<file path="src/rtl/wmmt_pkg.sv">
// Shared types and constants of the weekly min/max/mean tracker.
package wmmt_pkg;

  localparam int SampleW    = 16;
  localparam int ActW       = 8;
  localparam int DayIdxW    = 3;
  localparam int SlotActW   = 24;
  localparam int SumW       = 40;
  localparam int CntW       = 24;
  localparam int WActW      = 27;
  localparam int MeanW      = 16;
  localparam int QueueDepth = 2;

  // How a request acts on its day slot.
  typedef enum logic [1:0] {
    KIND_FIRST,
    KIND_NEW,
    KIND_SAME
  } kind_e;

  typedef struct packed {
    logic signed [SampleW-1:0] sample;
    logic [ActW-1:0]           activity;
    logic [DayIdxW-1:0]        day;
    kind_e                     kind;
  } cmd_t;

  typedef struct packed {
    logic signed [SampleW-1:0] min_val;
    logic signed [SampleW-1:0] max_val;
    logic [SlotActW-1:0]       act;
    logic signed [SumW-1:0]    sum;
    logic [CntW-1:0]           cnt;
  } slot_t;

  typedef enum logic [2:0] {
    ST_IDLE,
    ST_SEED,
    ST_READ,
    ST_UPDATE,
    ST_SWEEP,
    ST_ABS,
    ST_DIV,
    ST_DONE
  } state_e;

endpackage

</file>
<file path="src/rtl/wmmt_if.sv">
// Request and result channel interfaces of the tracker.
interface wmmt_in_if;
  logic                               valid;
  logic                               ready;
  logic signed [wmmt_pkg::SampleW-1:0] sample;
  logic [wmmt_pkg::ActW-1:0]          activity;
  logic [wmmt_pkg::DayIdxW-1:0]       day_index;

  modport source (output valid, sample, activity, day_index, input ready);
  modport sink   (input valid, sample, activity, day_index, output ready);
endinterface

interface wmmt_out_if;
  logic                                valid;
  logic                                ready;
  logic signed [wmmt_pkg::SampleW-1:0] week_min;
  logic signed [wmmt_pkg::SampleW-1:0] week_max;
  logic signed [wmmt_pkg::MeanW-1:0]   week_mean;
  logic [wmmt_pkg::WActW-1:0]          week_activity;

  modport source (output valid, week_min, week_max, week_mean, week_activity, input ready);
  modport sink   (input valid, week_min, week_max, week_mean, week_activity, output ready);
endinterface

</file>
<file path="src/rtl/weekly_min_max_mean_tracker_top.sv">
// Weekly min/max/mean tracker: per-day slots over a ring of NUM_DAYS days.
// Each request (sample, activity, day index) updates its day slot and yields
// one result: week minimum, maximum, mean truncated toward zero, and the
// saturated activity total. The very first request seeds every slot. The
// time of a request is set by the one-slot-per-cycle sweep of the slot
// memory and the 16-step shift-subtract divider for the mean. A two-entry
// request queue and an output register let the input side keep accepting
// while a result waits to be taken.
module weekly_min_max_mean_tracker_top #(
  parameter int NUM_DAYS = 7
) (
  input  logic       clk_i,
  input  logic       rst_ni,
  wmmt_in_if.sink    req_i,
  wmmt_out_if.source rsp_o
);

  logic           push;
  logic           full;
  logic           q_valid;
  logic           pop;
  wmmt_pkg::cmd_t push_cmd;
  wmmt_pkg::cmd_t pop_cmd;

  wmmt_front #(
    .NUM_DAYS (NUM_DAYS)
  ) u_front (
    .clk_i  (clk_i),
    .rst_ni (rst_ni),
    .req_i  (req_i),
    .full_i (full),
    .push_o (push),
    .cmd_o  (push_cmd)
  );

  wmmt_queue u_queue (
    .clk_i   (clk_i),
    .rst_ni  (rst_ni),
    .push_i  (push),
    .data_i  (push_cmd),
    .full_o  (full),
    .valid_o (q_valid),
    .pop_i   (pop),
    .data_o  (pop_cmd)
  );

  wmmt_back #(
    .NUM_DAYS (NUM_DAYS)
  ) u_back (
    .clk_i       (clk_i),
    .rst_ni      (rst_ni),
    .cmd_valid_i (q_valid),
    .cmd_i       (pop_cmd),
    .cmd_pop_o   (pop),
    .rsp_o       (rsp_o)
  );

endmodule

</file>
<file path="src/rtl/wmmt_front.sv">
// Front end: takes requests, wraps the day index and classifies each request.
module wmmt_front #(
  parameter int NUM_DAYS = 7
) (
  input  logic              clk_i,
  input  logic              rst_ni,
  wmmt_in_if.sink           req_i,
  input  logic              full_i,
  output logic              push_o,
  output wmmt_pkg::cmd_t    cmd_o
);

  localparam int WrapW = wmmt_pkg::DayIdxW + 2;

  logic                             started_q, started_d;
  logic [wmmt_pkg::DayIdxW-1:0]     cur_day_q, cur_day_d;
  logic [wmmt_pkg::DayIdxW-1:0]     day;

  // Day index modulo NUM_DAYS by repeated subtraction on a narrow value.
  function automatic logic [wmmt_pkg::DayIdxW-1:0] day_wrap(
    input logic [wmmt_pkg::DayIdxW-1:0] v
  );
    logic [WrapW-1:0] r;
    r = WrapW'(v);
    for (int i = 0; i < (1 << wmmt_pkg::DayIdxW); i++) begin
      if (r >= WrapW'(NUM_DAYS)) begin
        r = r - WrapW'(NUM_DAYS);
      end
    end
    return r[wmmt_pkg::DayIdxW-1:0];
  endfunction

  assign req_i.ready = !full_i;
  assign push_o      = req_i.valid && !full_i;
  assign day         = day_wrap(req_i.day_index);

  always_comb begin
    cmd_o.sample   = req_i.sample;
    cmd_o.activity = req_i.activity;
    cmd_o.day      = day;
    if (!started_q) begin
      cmd_o.kind = wmmt_pkg::KIND_FIRST;
    end else if (cur_day_q != day) begin
      cmd_o.kind = wmmt_pkg::KIND_NEW;
    end else begin
      cmd_o.kind = wmmt_pkg::KIND_SAME;
    end
  end

  always_comb begin
    started_d = started_q;
    cur_day_d = cur_day_q;
    if (push_o) begin
      started_d = 1'b1;
      cur_day_d = day;
    end
  end

  always_ff @(posedge clk_i or negedge rst_ni) begin
    if (!rst_ni) begin
      started_q <= 1'b0;
      cur_day_q <= '0;
    end else begin
      started_q <= started_d;
      cur_day_q <= cur_day_d;
    end
  end

endmodule

</file>
<file path="src/rtl/wmmt_queue.sv">
// Short request queue between the front end and the slot engine.
module wmmt_queue (
  input  logic           clk_i,
  input  logic           rst_ni,
  input  logic           push_i,
  input  wmmt_pkg::cmd_t data_i,
  output logic           full_o,
  output logic           valid_o,
  input  logic           pop_i,
  output wmmt_pkg::cmd_t data_o
);

  localparam int PtrW = $clog2(wmmt_pkg::QueueDepth);
  localparam int CntW = $clog2(wmmt_pkg::QueueDepth + 1);
  localparam logic [PtrW-1:0] LastPtr = PtrW'(wmmt_pkg::QueueDepth - 1);

  wmmt_pkg::cmd_t    store_q [wmmt_pkg::QueueDepth];
  logic [PtrW-1:0]   wr_ptr_q, wr_ptr_d;
  logic [PtrW-1:0]   rd_ptr_q, rd_ptr_d;
  logic [CntW-1:0]   count_q, count_d;

  assign full_o  = (count_q == CntW'(wmmt_pkg::QueueDepth));
  assign valid_o = (count_q != '0);
  assign data_o  = store_q[rd_ptr_q];

  always_comb begin
    wr_ptr_d = wr_ptr_q;
    rd_ptr_d = rd_ptr_q;
    count_d  = count_q;
    if (push_i) begin
      wr_ptr_d = (wr_ptr_q == LastPtr) ? '0 : wr_ptr_q + 1'b1;
    end
    if (pop_i) begin
      rd_ptr_d = (rd_ptr_q == LastPtr) ? '0 : rd_ptr_q + 1'b1;
    end
    if (push_i && !pop_i) begin
      count_d = count_q + 1'b1;
    end else if (pop_i && !push_i) begin
      count_d = count_q - 1'b1;
    end
  end

  always_ff @(posedge clk_i or negedge rst_ni) begin
    if (!rst_ni) begin
      wr_ptr_q <= '0;
      rd_ptr_q <= '0;
      count_q  <= '0;
    end else begin
      wr_ptr_q <= wr_ptr_d;
      rd_ptr_q <= rd_ptr_d;
      count_q  <= count_d;
    end
  end

  always_ff @(posedge clk_i) begin
    if (push_i) begin
      store_q[wr_ptr_q] <= data_i;
    end
  end

endmodule

</file>
<file path="src/rtl/wmmt_back.sv">
// Slot engine: updates the day slot memory, sweeps it and divides for the mean.
module wmmt_back #(
  parameter int NUM_DAYS = 7
) (
  input  logic           clk_i,
  input  logic           rst_ni,
  input  logic           cmd_valid_i,
  input  wmmt_pkg::cmd_t cmd_i,
  output logic           cmd_pop_o,
  wmmt_out_if.source     rsp_o
);

  localparam int DayW  = $clog2(NUM_DAYS);
  localparam int IdxW  = $clog2(NUM_DAYS + 1);
  localparam int TCntW = wmmt_pkg::CntW + $clog2(NUM_DAYS);
  localparam int TSumW = wmmt_pkg::SumW + $clog2(NUM_DAYS);
  localparam int RemW  = TCntW + 1;
  localparam int StepW = $clog2(wmmt_pkg::MeanW);
  localparam int SW    = wmmt_pkg::SampleW;
  localparam int AW    = wmmt_pkg::SlotActW;
  localparam int WW    = wmmt_pkg::WActW;

  localparam logic [IdxW-1:0]  LastSeed  = IdxW'(NUM_DAYS - 1);
  localparam logic [IdxW-1:0]  LastSweep = IdxW'(NUM_DAYS);
  localparam logic [StepW-1:0] LastStep  = StepW'(wmmt_pkg::MeanW - 1);
  localparam logic signed [SW-1:0] MinInit = {1'b0, {(SW-1){1'b1}}};
  localparam logic signed [SW-1:0] MaxInit = {1'b1, {(SW-1){1'b0}}};

  wmmt_pkg::state_e state_q, state_d;
  logic [IdxW-1:0]  idx_q, idx_d;
  logic [StepW-1:0] step_q, step_d;

  wmmt_pkg::cmd_t   cmd_q;
  wmmt_pkg::slot_t  mem [NUM_DAYS];
  wmmt_pkg::slot_t  rd_q;

  logic signed [SW-1:0]    wmin_q, wmax_q;
  logic signed [TSumW-1:0] tsum_q;
  logic [TCntW-1:0]        tcnt_q;
  logic [WW-1:0]           wact_q;
  logic                    neg_q;
  logic [RemW-1:0]         rem_q;
  logic [wmmt_pkg::MeanW-1:0] quo_q;

  logic                    out_valid_q;
  logic signed [SW-1:0]    res_min_q, res_max_q;
  logic signed [wmmt_pkg::MeanW-1:0] res_mean_q;
  logic [WW-1:0]           res_act_q;

  logic                    mem_we;
  logic [DayW-1:0]         mem_waddr, mem_raddr;
  wmmt_pkg::slot_t         mem_wdata;
  logic [DayW+wmmt_pkg::DayIdxW-1:0] day_ext;
  logic [DayW-1:0]         day_addr;
  logic                    out_free;

  wmmt_pkg::slot_t         restart_slot, seed_slot, merge_slot;
  logic [AW:0]             act_sum;
  logic [WW:0]             wact_sum;
  logic [TSumW-1:0]        mag;
  logic [RemW-1:0]         trial;
  logic                    ge;
  logic [wmmt_pkg::MeanW-1:0] mean_mag;

  assign day_ext  = {{DayW{1'b0}}, cmd_q.day};
  assign day_addr = day_ext[DayW-1:0];
  assign out_free = !out_valid_q || rsp_o.ready;

  // Slot contents for the three kinds of write.
  always_comb begin
    restart_slot.min_val = cmd_q.sample;
    restart_slot.max_val = cmd_q.sample;
    restart_slot.act     = AW'(cmd_q.activity);
    restart_slot.sum     = wmmt_pkg::SumW'($signed(cmd_q.sample));
    restart_slot.cnt     = wmmt_pkg::CntW'(1);

    seed_slot.min_val = cmd_q.sample;
    seed_slot.max_val = cmd_q.sample;
    seed_slot.act     = '0;
    seed_slot.sum     = '0;
    seed_slot.cnt     = '0;

    act_sum = {1'b0, rd_q.act} + (AW+1)'(cmd_q.activity);
    merge_slot.min_val = ($signed(cmd_q.sample) < $signed(rd_q.min_val)) ?
                         cmd_q.sample : rd_q.min_val;
    merge_slot.max_val = ($signed(cmd_q.sample) > $signed(rd_q.max_val)) ?
                         cmd_q.sample : rd_q.max_val;
    merge_slot.act     = act_sum[AW] ? '1 : act_sum[AW-1:0];
    if (rd_q.cnt != '1) begin
      merge_slot.sum = rd_q.sum + wmmt_pkg::SumW'($signed(cmd_q.sample));
      merge_slot.cnt = rd_q.cnt + 1'b1;
    end else begin
      merge_slot.sum = rd_q.sum;
      merge_slot.cnt = rd_q.cnt;
    end
  end

  // Next state.
  always_comb begin
    state_d = state_q;
    case (state_q)
      wmmt_pkg::ST_IDLE: begin
        if (cmd_valid_i) begin
          state_d = (cmd_i.kind == wmmt_pkg::KIND_FIRST) ? wmmt_pkg::ST_SEED
                                                          : wmmt_pkg::ST_READ;
        end
      end
      wmmt_pkg::ST_SEED: begin
        if (idx_q == LastSeed) state_d = wmmt_pkg::ST_SWEEP;
      end
      wmmt_pkg::ST_READ:   state_d = wmmt_pkg::ST_UPDATE;
      wmmt_pkg::ST_UPDATE: state_d = wmmt_pkg::ST_SWEEP;
      wmmt_pkg::ST_SWEEP: begin
        if (idx_q == LastSweep) state_d = wmmt_pkg::ST_ABS;
      end
      wmmt_pkg::ST_ABS:    state_d = wmmt_pkg::ST_DIV;
      wmmt_pkg::ST_DIV: begin
        if (step_q == LastStep) state_d = wmmt_pkg::ST_DONE;
      end
      wmmt_pkg::ST_DONE: begin
        if (out_free) state_d = wmmt_pkg::ST_IDLE;
      end
      default: state_d = wmmt_pkg::ST_IDLE;
    endcase
  end

  // Outputs and counters.
  always_comb begin
    cmd_pop_o = 1'b0;
    mem_we    = 1'b0;
    mem_waddr = day_addr;
    mem_wdata = restart_slot;
    mem_raddr = day_addr;
    idx_d     = '0;
    step_d    = '0;
    case (state_q)
      wmmt_pkg::ST_IDLE: cmd_pop_o = cmd_valid_i;
      wmmt_pkg::ST_SEED: begin
        mem_we    = 1'b1;
        mem_waddr = idx_q[DayW-1:0];
        mem_wdata = (idx_q[DayW-1:0] == day_addr) ? restart_slot : seed_slot;
        idx_d     = (idx_q == LastSeed) ? '0 : idx_q + 1'b1;
      end
      wmmt_pkg::ST_UPDATE: begin
        mem_we    = 1'b1;
        mem_wdata = (cmd_q.kind == wmmt_pkg::KIND_SAME) ? merge_slot : restart_slot;
      end
      wmmt_pkg::ST_SWEEP: begin
        mem_raddr = idx_q[DayW-1:0];
        idx_d     = (idx_q == LastSweep) ? '0 : idx_q + 1'b1;
      end
      wmmt_pkg::ST_DIV: step_d = (step_q == LastStep) ? '0 : step_q + 1'b1;
      default: ;
    endcase
  end

  // Arithmetic of the sweep, the magnitude and sign of the mean, and one divider step.
  always_comb begin
    wact_sum = {1'b0, wact_q} + (WW+1)'(rd_q.act);
    mag      = tsum_q[TSumW-1] ? $unsigned(-tsum_q) : $unsigned(tsum_q);
    trial    = {rem_q[TCntW-1:0], quo_q[wmmt_pkg::MeanW-1]};
    ge       = (trial >= {1'b0, tcnt_q});
    mean_mag = neg_q ? (~quo_q + 1'b1) : quo_q;
  end

  always_ff @(posedge clk_i or negedge rst_ni) begin
    if (!rst_ni) begin
      state_q     <= wmmt_pkg::ST_IDLE;
      idx_q       <= '0;
      step_q      <= '0;
      out_valid_q <= 1'b0;
    end else begin
      state_q <= state_d;
      idx_q   <= idx_d;
      step_q  <= step_d;
      if (state_q == wmmt_pkg::ST_DONE && out_free) begin
        out_valid_q <= 1'b1;
      end else if (rsp_o.ready) begin
        out_valid_q <= 1'b0;
      end
    end
  end

  always_ff @(posedge clk_i) begin
    if (cmd_pop_o) cmd_q <= cmd_i;
    if (mem_we) mem[mem_waddr] <= mem_wdata;
    rd_q <= mem[mem_raddr];

    case (state_q)
      wmmt_pkg::ST_SWEEP: begin
        // Read data is registered, so it trails the sweep address.
        if (idx_q == '0) begin
          wmin_q <= MinInit;
          wmax_q <= MaxInit;
          tsum_q <= '0;
          tcnt_q <= '0;
          wact_q <= '0;
        end else begin
          if ($signed(rd_q.min_val) < wmin_q) wmin_q <= rd_q.min_val;
          if ($signed(rd_q.max_val) > wmax_q) wmax_q <= rd_q.max_val;
          tsum_q <= tsum_q + TSumW'($signed(rd_q.sum));
          tcnt_q <= tcnt_q + TCntW'(rd_q.cnt);
          wact_q <= wact_sum[WW] ? '1 : wact_sum[WW-1:0];
        end
      end
      wmmt_pkg::ST_ABS: begin
        // Quotient fits 16 bits, so the upper part starts below the divisor.
        neg_q <= tsum_q[TSumW-1];
        rem_q <= RemW'(mag >> wmmt_pkg::MeanW);
        quo_q <= mag[wmmt_pkg::MeanW-1:0];
      end
      wmmt_pkg::ST_DIV: begin
        rem_q <= ge ? (trial - {1'b0, tcnt_q}) : trial;
        quo_q <= {quo_q[wmmt_pkg::MeanW-2:0], ge};
      end
      default: ;
    endcase

    if (state_q == wmmt_pkg::ST_DONE && out_free) begin
      res_min_q  <= wmin_q;
      res_max_q  <= wmax_q;
      res_mean_q <= (tcnt_q == '0) ? '0 : mean_mag;
      res_act_q  <= wact_q;
    end
  end

  assign rsp_o.valid         = out_valid_q;
  assign rsp_o.week_min      = res_min_q;
  assign rsp_o.week_max      = res_max_q;
  assign rsp_o.week_mean     = res_mean_q;
  assign rsp_o.week_activity = res_act_q;

endmodule
</file>
<file path="src/flat_wrapper.sv">
// flat-port wrapper written by rule: the top's interface ports become plain ports
module weekly_min_max_mean_tracker_top_flat 
#(
  parameter int NUM_DAYS = 7
)
  (clk_i, rst_ni, req_i_valid, req_i_sample, req_i_activity, req_i_day_index, req_i_ready, rsp_o_valid, rsp_o_week_min, rsp_o_week_max, rsp_o_week_mean, rsp_o_week_activity, rsp_o_ready);
  wmmt_in_if req_i_i ();
  wmmt_out_if rsp_o_i ();
  input  logic clk_i;
  input  logic rst_ni;
  input wire logic [$bits(req_i_i.valid)-1:0] req_i_valid;
  input wire logic [$bits(req_i_i.sample)-1:0] req_i_sample;
  input wire logic [$bits(req_i_i.activity)-1:0] req_i_activity;
  input wire logic [$bits(req_i_i.day_index)-1:0] req_i_day_index;
  output wire logic [$bits(req_i_i.ready)-1:0] req_i_ready;
  output wire logic [$bits(rsp_o_i.valid)-1:0] rsp_o_valid;
  output wire logic [$bits(rsp_o_i.week_min)-1:0] rsp_o_week_min;
  output wire logic [$bits(rsp_o_i.week_max)-1:0] rsp_o_week_max;
  output wire logic [$bits(rsp_o_i.week_mean)-1:0] rsp_o_week_mean;
  output wire logic [$bits(rsp_o_i.week_activity)-1:0] rsp_o_week_activity;
  input wire logic [$bits(rsp_o_i.ready)-1:0] rsp_o_ready;
  assign req_i_i.valid = req_i_valid;
  assign req_i_i.sample = req_i_sample;
  assign req_i_i.activity = req_i_activity;
  assign req_i_i.day_index = req_i_day_index;
  assign req_i_ready = req_i_i.ready;
  assign rsp_o_valid = rsp_o_i.valid;
  assign rsp_o_week_min = rsp_o_i.week_min;
  assign rsp_o_week_max = rsp_o_i.week_max;
  assign rsp_o_week_mean = rsp_o_i.week_mean;
  assign rsp_o_week_activity = rsp_o_i.week_activity;
  assign rsp_o_i.ready = rsp_o_ready;
  weekly_min_max_mean_tracker_top #(.NUM_DAYS(NUM_DAYS)) u_core (.clk_i(clk_i), .rst_ni(rst_ni), .req_i(req_i_i), .rsp_o(rsp_o_i));
endmodule
</file>
<file path="config.mk">
export PLATFORM = sky130hd
export DESIGN_NAME = weekly_min_max_mean_tracker_top_flat
export DESIGN_NICKNAME = d
export VERILOG_FILES = /design/src/rtl/wmmt_pkg.sv /design/src/rtl/wmmt_if.sv /design/src/rtl/weekly_min_max_mean_tracker_top.sv /design/src/rtl/wmmt_front.sv /design/src/rtl/wmmt_queue.sv /design/src/rtl/wmmt_back.sv /design/src/flat_wrapper.sv
export SDC_FILE = /design/constraint.sdc
export NUM_CORES = 2
export LEC_CHECK = 0
export BUFFER_PORTS_ARGS = -buffer_cell sky130_fd_sc_hd__buf_2
export CAP_MARGIN = 30
export CORE_MARGIN = 8
export CORE_UTILIZATION = 50
export DETAILED_ROUTE_END_ITERATION = 16
export HOLD_SLACK_MARGIN = 0.15
export MAX_ROUTING_LAYER = met4
export PLACE_DENSITY = 0.66
export SETUP_SLACK_MARGIN = 0.5
export SLEW_MARGIN = 20
export SYNTH_ARGS = -nofsm -noshare
export SYNTH_HDL_FRONTEND = slang
export SYNTH_SLANG_ARGS = --single-unit
</file>
<file path="constraint.sdc">
create_clock -name clk_i -period 13.7 [get_ports clk_i]
set_clock_uncertainty 0.2 [all_clocks]
set_input_delay 1.37 -clock clk_i [delete_from_list [all_inputs] [get_ports clk_i]]
set_output_delay 1.37 -clock clk_i [all_outputs]
set_load 0.02 [all_outputs]
</file>
# After elaboration in Yosys (flattened, before gate mapping)
# Memory sizes are Yosys's and may differ from the RTL's. A register that Yosys moved wholly into a read port is not among the register bits.
# Index checks and enable logic that the tools add are counted.
# W data, S select, Z words.
[classes]
add_sub_neg = 23
order_cmp = 13
n_eq_ne = 20
mux = 51
n_bitwise = 1
n_reduce_logical = 23
[op_table]
columns = ["operator", "count"]
rows = [
  ["$pmux W120 S2", 1],
  ["$mux W120", 1],
  ["$mux W16", 5],
  ["$mux W72", 1],
  ["$mux W64", 1],
  ["$mux W27", 2],
  ["$pmux W27 S2", 1],
  ["$add A43 B40 Y43", 1],
  ["$mux W43", 1],
  ["$neg A43 Y43", 1],
  ["$add A40 B16 Y40", 1],
  ["$ge A5 B3 Y1 const B", 7],
  ["$mux W5", 7],
  ["$gt A16 B16 Y1", 2],
  ["$lt A16 B16 Y1", 2],
  ["$pmux W16 S2", 1],
  ["$mux W3", 10],
  ["$sub A5 B3 Y5 const B", 6],
  ["$add A27 B24 Y28", 1],
  ["$ge A28 B27 Y1", 1],
  ["$add A27 B24 Y27", 1],
  ["$logic_not A27 Y1", 1],
  ["$sub A27 B27 Y27", 1],
  ["$add A24 B8 Y25", 1],
  ["other kinds (35)", 74],
]
[word_totals]
register_bits = 296
ramBits = 898
inputBits = 31
out_inout_bits = 77
memories = 2
[mem_list]
columns = ["memory", "words", "width", "read_ports", "rd_clocked_by_memory_dff", "write_ports", "line_no", "text"]
rows = [
  ["u_core.u_back.mem", 7, 120, 1, 1, 1, "wmmt_back.sv:34", "wmmt_pkg::slot_t mem [NUM_DAYS];"],
  ["u_core.u_queue.store_q", 2, 29, 1, 0, 1, "wmmt_queue.sv:17", "wmmt_pkg::cmd_t store_q [wmmt_pkg::QueueDepth];"],
]

# Depth between registers and ports, before layout
[logic_depth]
ltp_word = 19
mapped_depth = 43

# By module
# Synthesis repeated with hierarchy kept, for this count alone.
[hier_totals]
hier_cells = 5485
area_unflattened_um2 = 62321.0
[modules_own_cells]
columns = ["mod", "n_inst", "cells_per_inst", "area_each_um2"]
rows = [
  ["wmmt_back", 1, 5112, 57923.1],
  ["wmmt_queue", 1, 106, 2399.8],
  ["wmmt_front", 1, 267, 1998.2],
]

# Least setup slack after synthesis
# No wires, ideal clock.
[synth_timing]
path_type = "reg2reg"
from = "reg u_core.u_back.state_q[2]"
to = "reg, netlist name u_core.u_back.rd_q[41]"
t_arrival_ns = 10.591
t_required_ns = 13.372
setup_slack_ns = 2.781
stages_incl_launch_ff = 8
path_cell_list = "dfrtp_1 -> nor3b_1 -> mux2i_1 -> clkbuf_1 -> buf_1 -> mux4_2 -> nand2_1 -> o21ai_0"
[synth_via]
elab_chain_cells = 2
[synth_rtl]
columns = ["item", "line_no", "text"]
rows = [
  ["from (decl)", "wmmt_back.sv:29", "wmmt_pkg::state_e state_q, state_d;"],
  ["from (signal assigned)", "wmmt_back.sv:168", "state_q <= wmmt_pkg::ST_IDLE;"],
  ["from (signal assigned)", "wmmt_back.sv:173", "state_q <= state_d;"],
  ["$eq A3 B3 Y1", "wmmt_back.sv:136", "case (state_q)"],
  ["$mux W3", "wmmt_back.sv:136", ""],
]
# No other way between the ends.
# A chain may end at the register's enable or synchronous reset.

==> reports/results.ini <==
[status]
status=complete, no violations

[detailed_routing]
drtIter0Drc=3376
drc_errors=0
vias_per_cell=5.733
avgRoutedWirePerCell_um=20.96
drt_wl_total_mm=136.3
vias=37271
ant_nets=0
drt-pass1-iter-count=5

[cells_and_area]
fin_area_mm2=0.06739
final_common_cell=edfxtp_1
diodes=0
final_cell_mix=1175 x edfxtp_1, 545 x nand2_1, 442 x a21oi_1
nNetsFinal=5054
fill_cells=9684
area_delta_synth_final_pct=12.12
drive_gt1_share_pct=12.76

[critical_path]
crit_slowest_cell=o32ai_2
crit_path_end_kind=flip-flop
startpoint=req_i_day_index[0]
arrival_ns=9.68
critPathBufInv=4
critPathMostFrequentCell=ha_1
crit_family=adder cells
cp_max_fo=9
startpoint_type=input pin
critPathMaxStageDelay_ns=0.43
worstSetupPathType=input pin to flip-flop
crit_required_ns=13.99
r2r-start=u_core.u_back.cmd_q[13]$_DFFE_PP_

[flow_run]
cap_violations=0

[power_and_ir_drop]
seqPwrFrac_pct=37.8
p_clk_share_pct=22.7
peakVddDrop_uv=147.2
switching_share_pct=37.24
p_int_uw=10460
powerDensity_mw_per_mm2=247.3
p_switching_uw=6205
leakagePower_uw=0.02445
pwr-share-comb_pct=39.5

[clock_network]
numCtsBuffers=139
cts_tree=yes
clockRootBuffer=clkbuf_16
insertion_delay_ns=0.76
cts_setup_buffers=0
clock_path_buffers=3
cts_resized=0
htree_num_levels=4
clkSlewWorstSetupHoldPaths_ns=0.06
hold_buffers=0
clock-sinks=1314

[timing]
tightest_slew_ns=0.9622
clock.fmax_mhz=106.5
hold_slack_ns=0.2542
rsz0062_at_grt=no
fin_crit_ns=9.386
maxSlewViolCount=0
timing.final.crit_share_pct=68.51
fin_tns_setup_ns=0
max_slew_margin_pct=35.70
hold_violations=0
setup_violations=0

[synth]
ys_warn_count=0
synth_ff_type=edfxtp_1
yosysTopAreaCell=edfxtp_1
syn_avg_cell_area_um2=12.94
synth_seq_area_share_pct=63.50
syn_area_mm2=0.06010
syn_nets=4926
ys_ff_latch=1314
synth_edf_count=1175
yosysTopAreaCellShare_pct=58.71
syn-instance-count=4645
async_flop_share_pct=1.446
synth_area_leaders=edfxtp_1 59%, ha_1 5.1%, mux4_2 4.5%, dfxtp_1 4.0%, a21oi_1 3.7%
ys_types=92

[worst_hold_path]
holdCritStartpoint=u_core.u_back.wmin_q[6]$_SDFFCE_PN1P_
min_path_type=flip-flop to flip-flop

[floorplanning]
pin_count=108
die_h_um=362.7
dieWidth_um=362.7
start_util_pct=50.23
die_area_mm2=0.1316
fp-row-count=127
core_mm2=0.1197

[global_route]
grt_max_degree=141
antenna_found_initial=1
overflow=0
grt_pass1_wl_mm=212.8
grt_pass1_vias=36997
track_usage_pct=21.15

[placement]
gp_congestion=0.8260
portBuffers=107
dp_hpwl_mm=82.82
place_area_mm2=0.06272

==> power groups by stage <==
stage	Clock (uW)	Combinational, uW	Sequential (uW)
2_1_floorplan	0	5000	6200
4_1_cts	3860	6610	6290
3_3_place_gp	0	6450	6350
6_report	3780	6590	6300
5_1_grt	4010	7440	6380
3_5_place_dp	0	6560	6360
==> per-layer routing <==
layer | up-vias | part of all wire, % | global-route usage, %
li1 | 17598 | - | -
met1 | 18446 | 44 | 28.37
met2 | 1043 | 48 | 33.83
met3 | 184 | 5.9 | 3.254
met4 | 0 | 2.2 | 5.788
met5 | - | 0 | -
==> flip-flops by register name, summed over array words and instances, names as in the netlist, 3 cells and up <==
signal	cells
u_core.u_back.wact_q	27
u_core.u_back.step_q	4
u_core.u_front.cur_day_q	3
u_core.u_back.day_addr	3
u_core.u_back.idx_q	3
u_core.u_back.wmin_q	16
u_core.u_back.tcnt_q	27
u_core.u_back.quo_q	16
u_core.u_back.tsum_q	43
u_core.u_back.wmax_q	16
u_core.u_back.rsp_o.week_min	16
u_core.u_back.rsp_o.week_max	16
u_core.u_queue.store_q	58
u_core.u_back.rd_q	120
u_core.u_back.rsp_o.week_activity	27
u_core.u_back.cmd_q	26
u_core.u_back.state_q	3
u_core.u_back.rsp_o.week_mean	16
u_core.u_back.mem	840
u_core.u_back.rem_q	27
==> area by class of cell <==
type	instances	area (um2)	share of cell area, %
sequential	1314	38160	56.63
multi-input combinational	2970	20760	30.81
tap	1612	2017	2.993
clock inverter	66	778.2	1.155
inverter	178	668.1	0.9915
clock buffer	191	3867	5.739
timing repair buffer	170	1134	1.682
==> through the flow <==
stage	instances	power [uW]	util, %	worst slack (ns)
floorplan	4645	11200	-	2.781
global placement	6240	12800	52.37	3.736
detailed placement	6243	12920	52.42	3.641
CTS	6500	16760	56.30	4.391
global route	6501	17820	56.32	3.632
finish	6501	16660	56.32	4.314
==> worst reg2reg max path, delay by kind of cell (launching register included) <==
family	cells	cell delay (ns)
AO/OA/AOI/OAI	12	2.82
adder cells (fa/ha/maj)	2	0.75
flip-flops	1	0.58
AND/OR/NAND/NOR	4	0.63
==> cells in the mapped netlist, types with 59 or more instances <==
library cell / count
nand2b_1: 59
clkbuf_1: 154
inv_1: 176
a21oi_1: 442
a21o_1: 77
dfxtp_1: 120
mux2_2: 67
xor2_1: 123
mux4_2: 120
nor3_1: 60
xnor2_1: 105
nand2_1: 546
edfxtp_1: 1175
nor2_1: 279
ha_1: 244
o21ai_0: 336
==> worst paths after layout <==
check	end	slack, ns	cells past startpoint
worst max register to register	u_core.u_back.mem[1][62]$_DFFE_PP_	8.38	18
worst min-delay path	u_core.u_back.rsp_o.week_min[6]$_DFFE_PP_	0.25	0
worst min register to register	u_core.u_back.rsp_o.week_min[6]$_DFFE_PP_	0.25	0
max in group asynchronous	u_core.u_back.idx_q[0]$_DFF_PN0_	12.56	1
worst max-delay path	u_core.u_queue.store_q[0][0]$_DFFE_PP_	4.31	39
min in group asynchronous	u_core.u_back.step_q[2]$_DFF_PN0_	0.38	1
==> kinds of logic after synthesis <==
family          count (synthesis)  share of synthesized area [%]
flops                        1314                          63.50
simple gates                 1188                          8.850
compound gates               1095                          10.65
buf+inv                       361                          2.263
fa+ha+maj                     250                          5.280
xor+xnor                      229                          3.350
mux                           208                          6.112
Note: power is estimated with default switching activity, not from simulation.
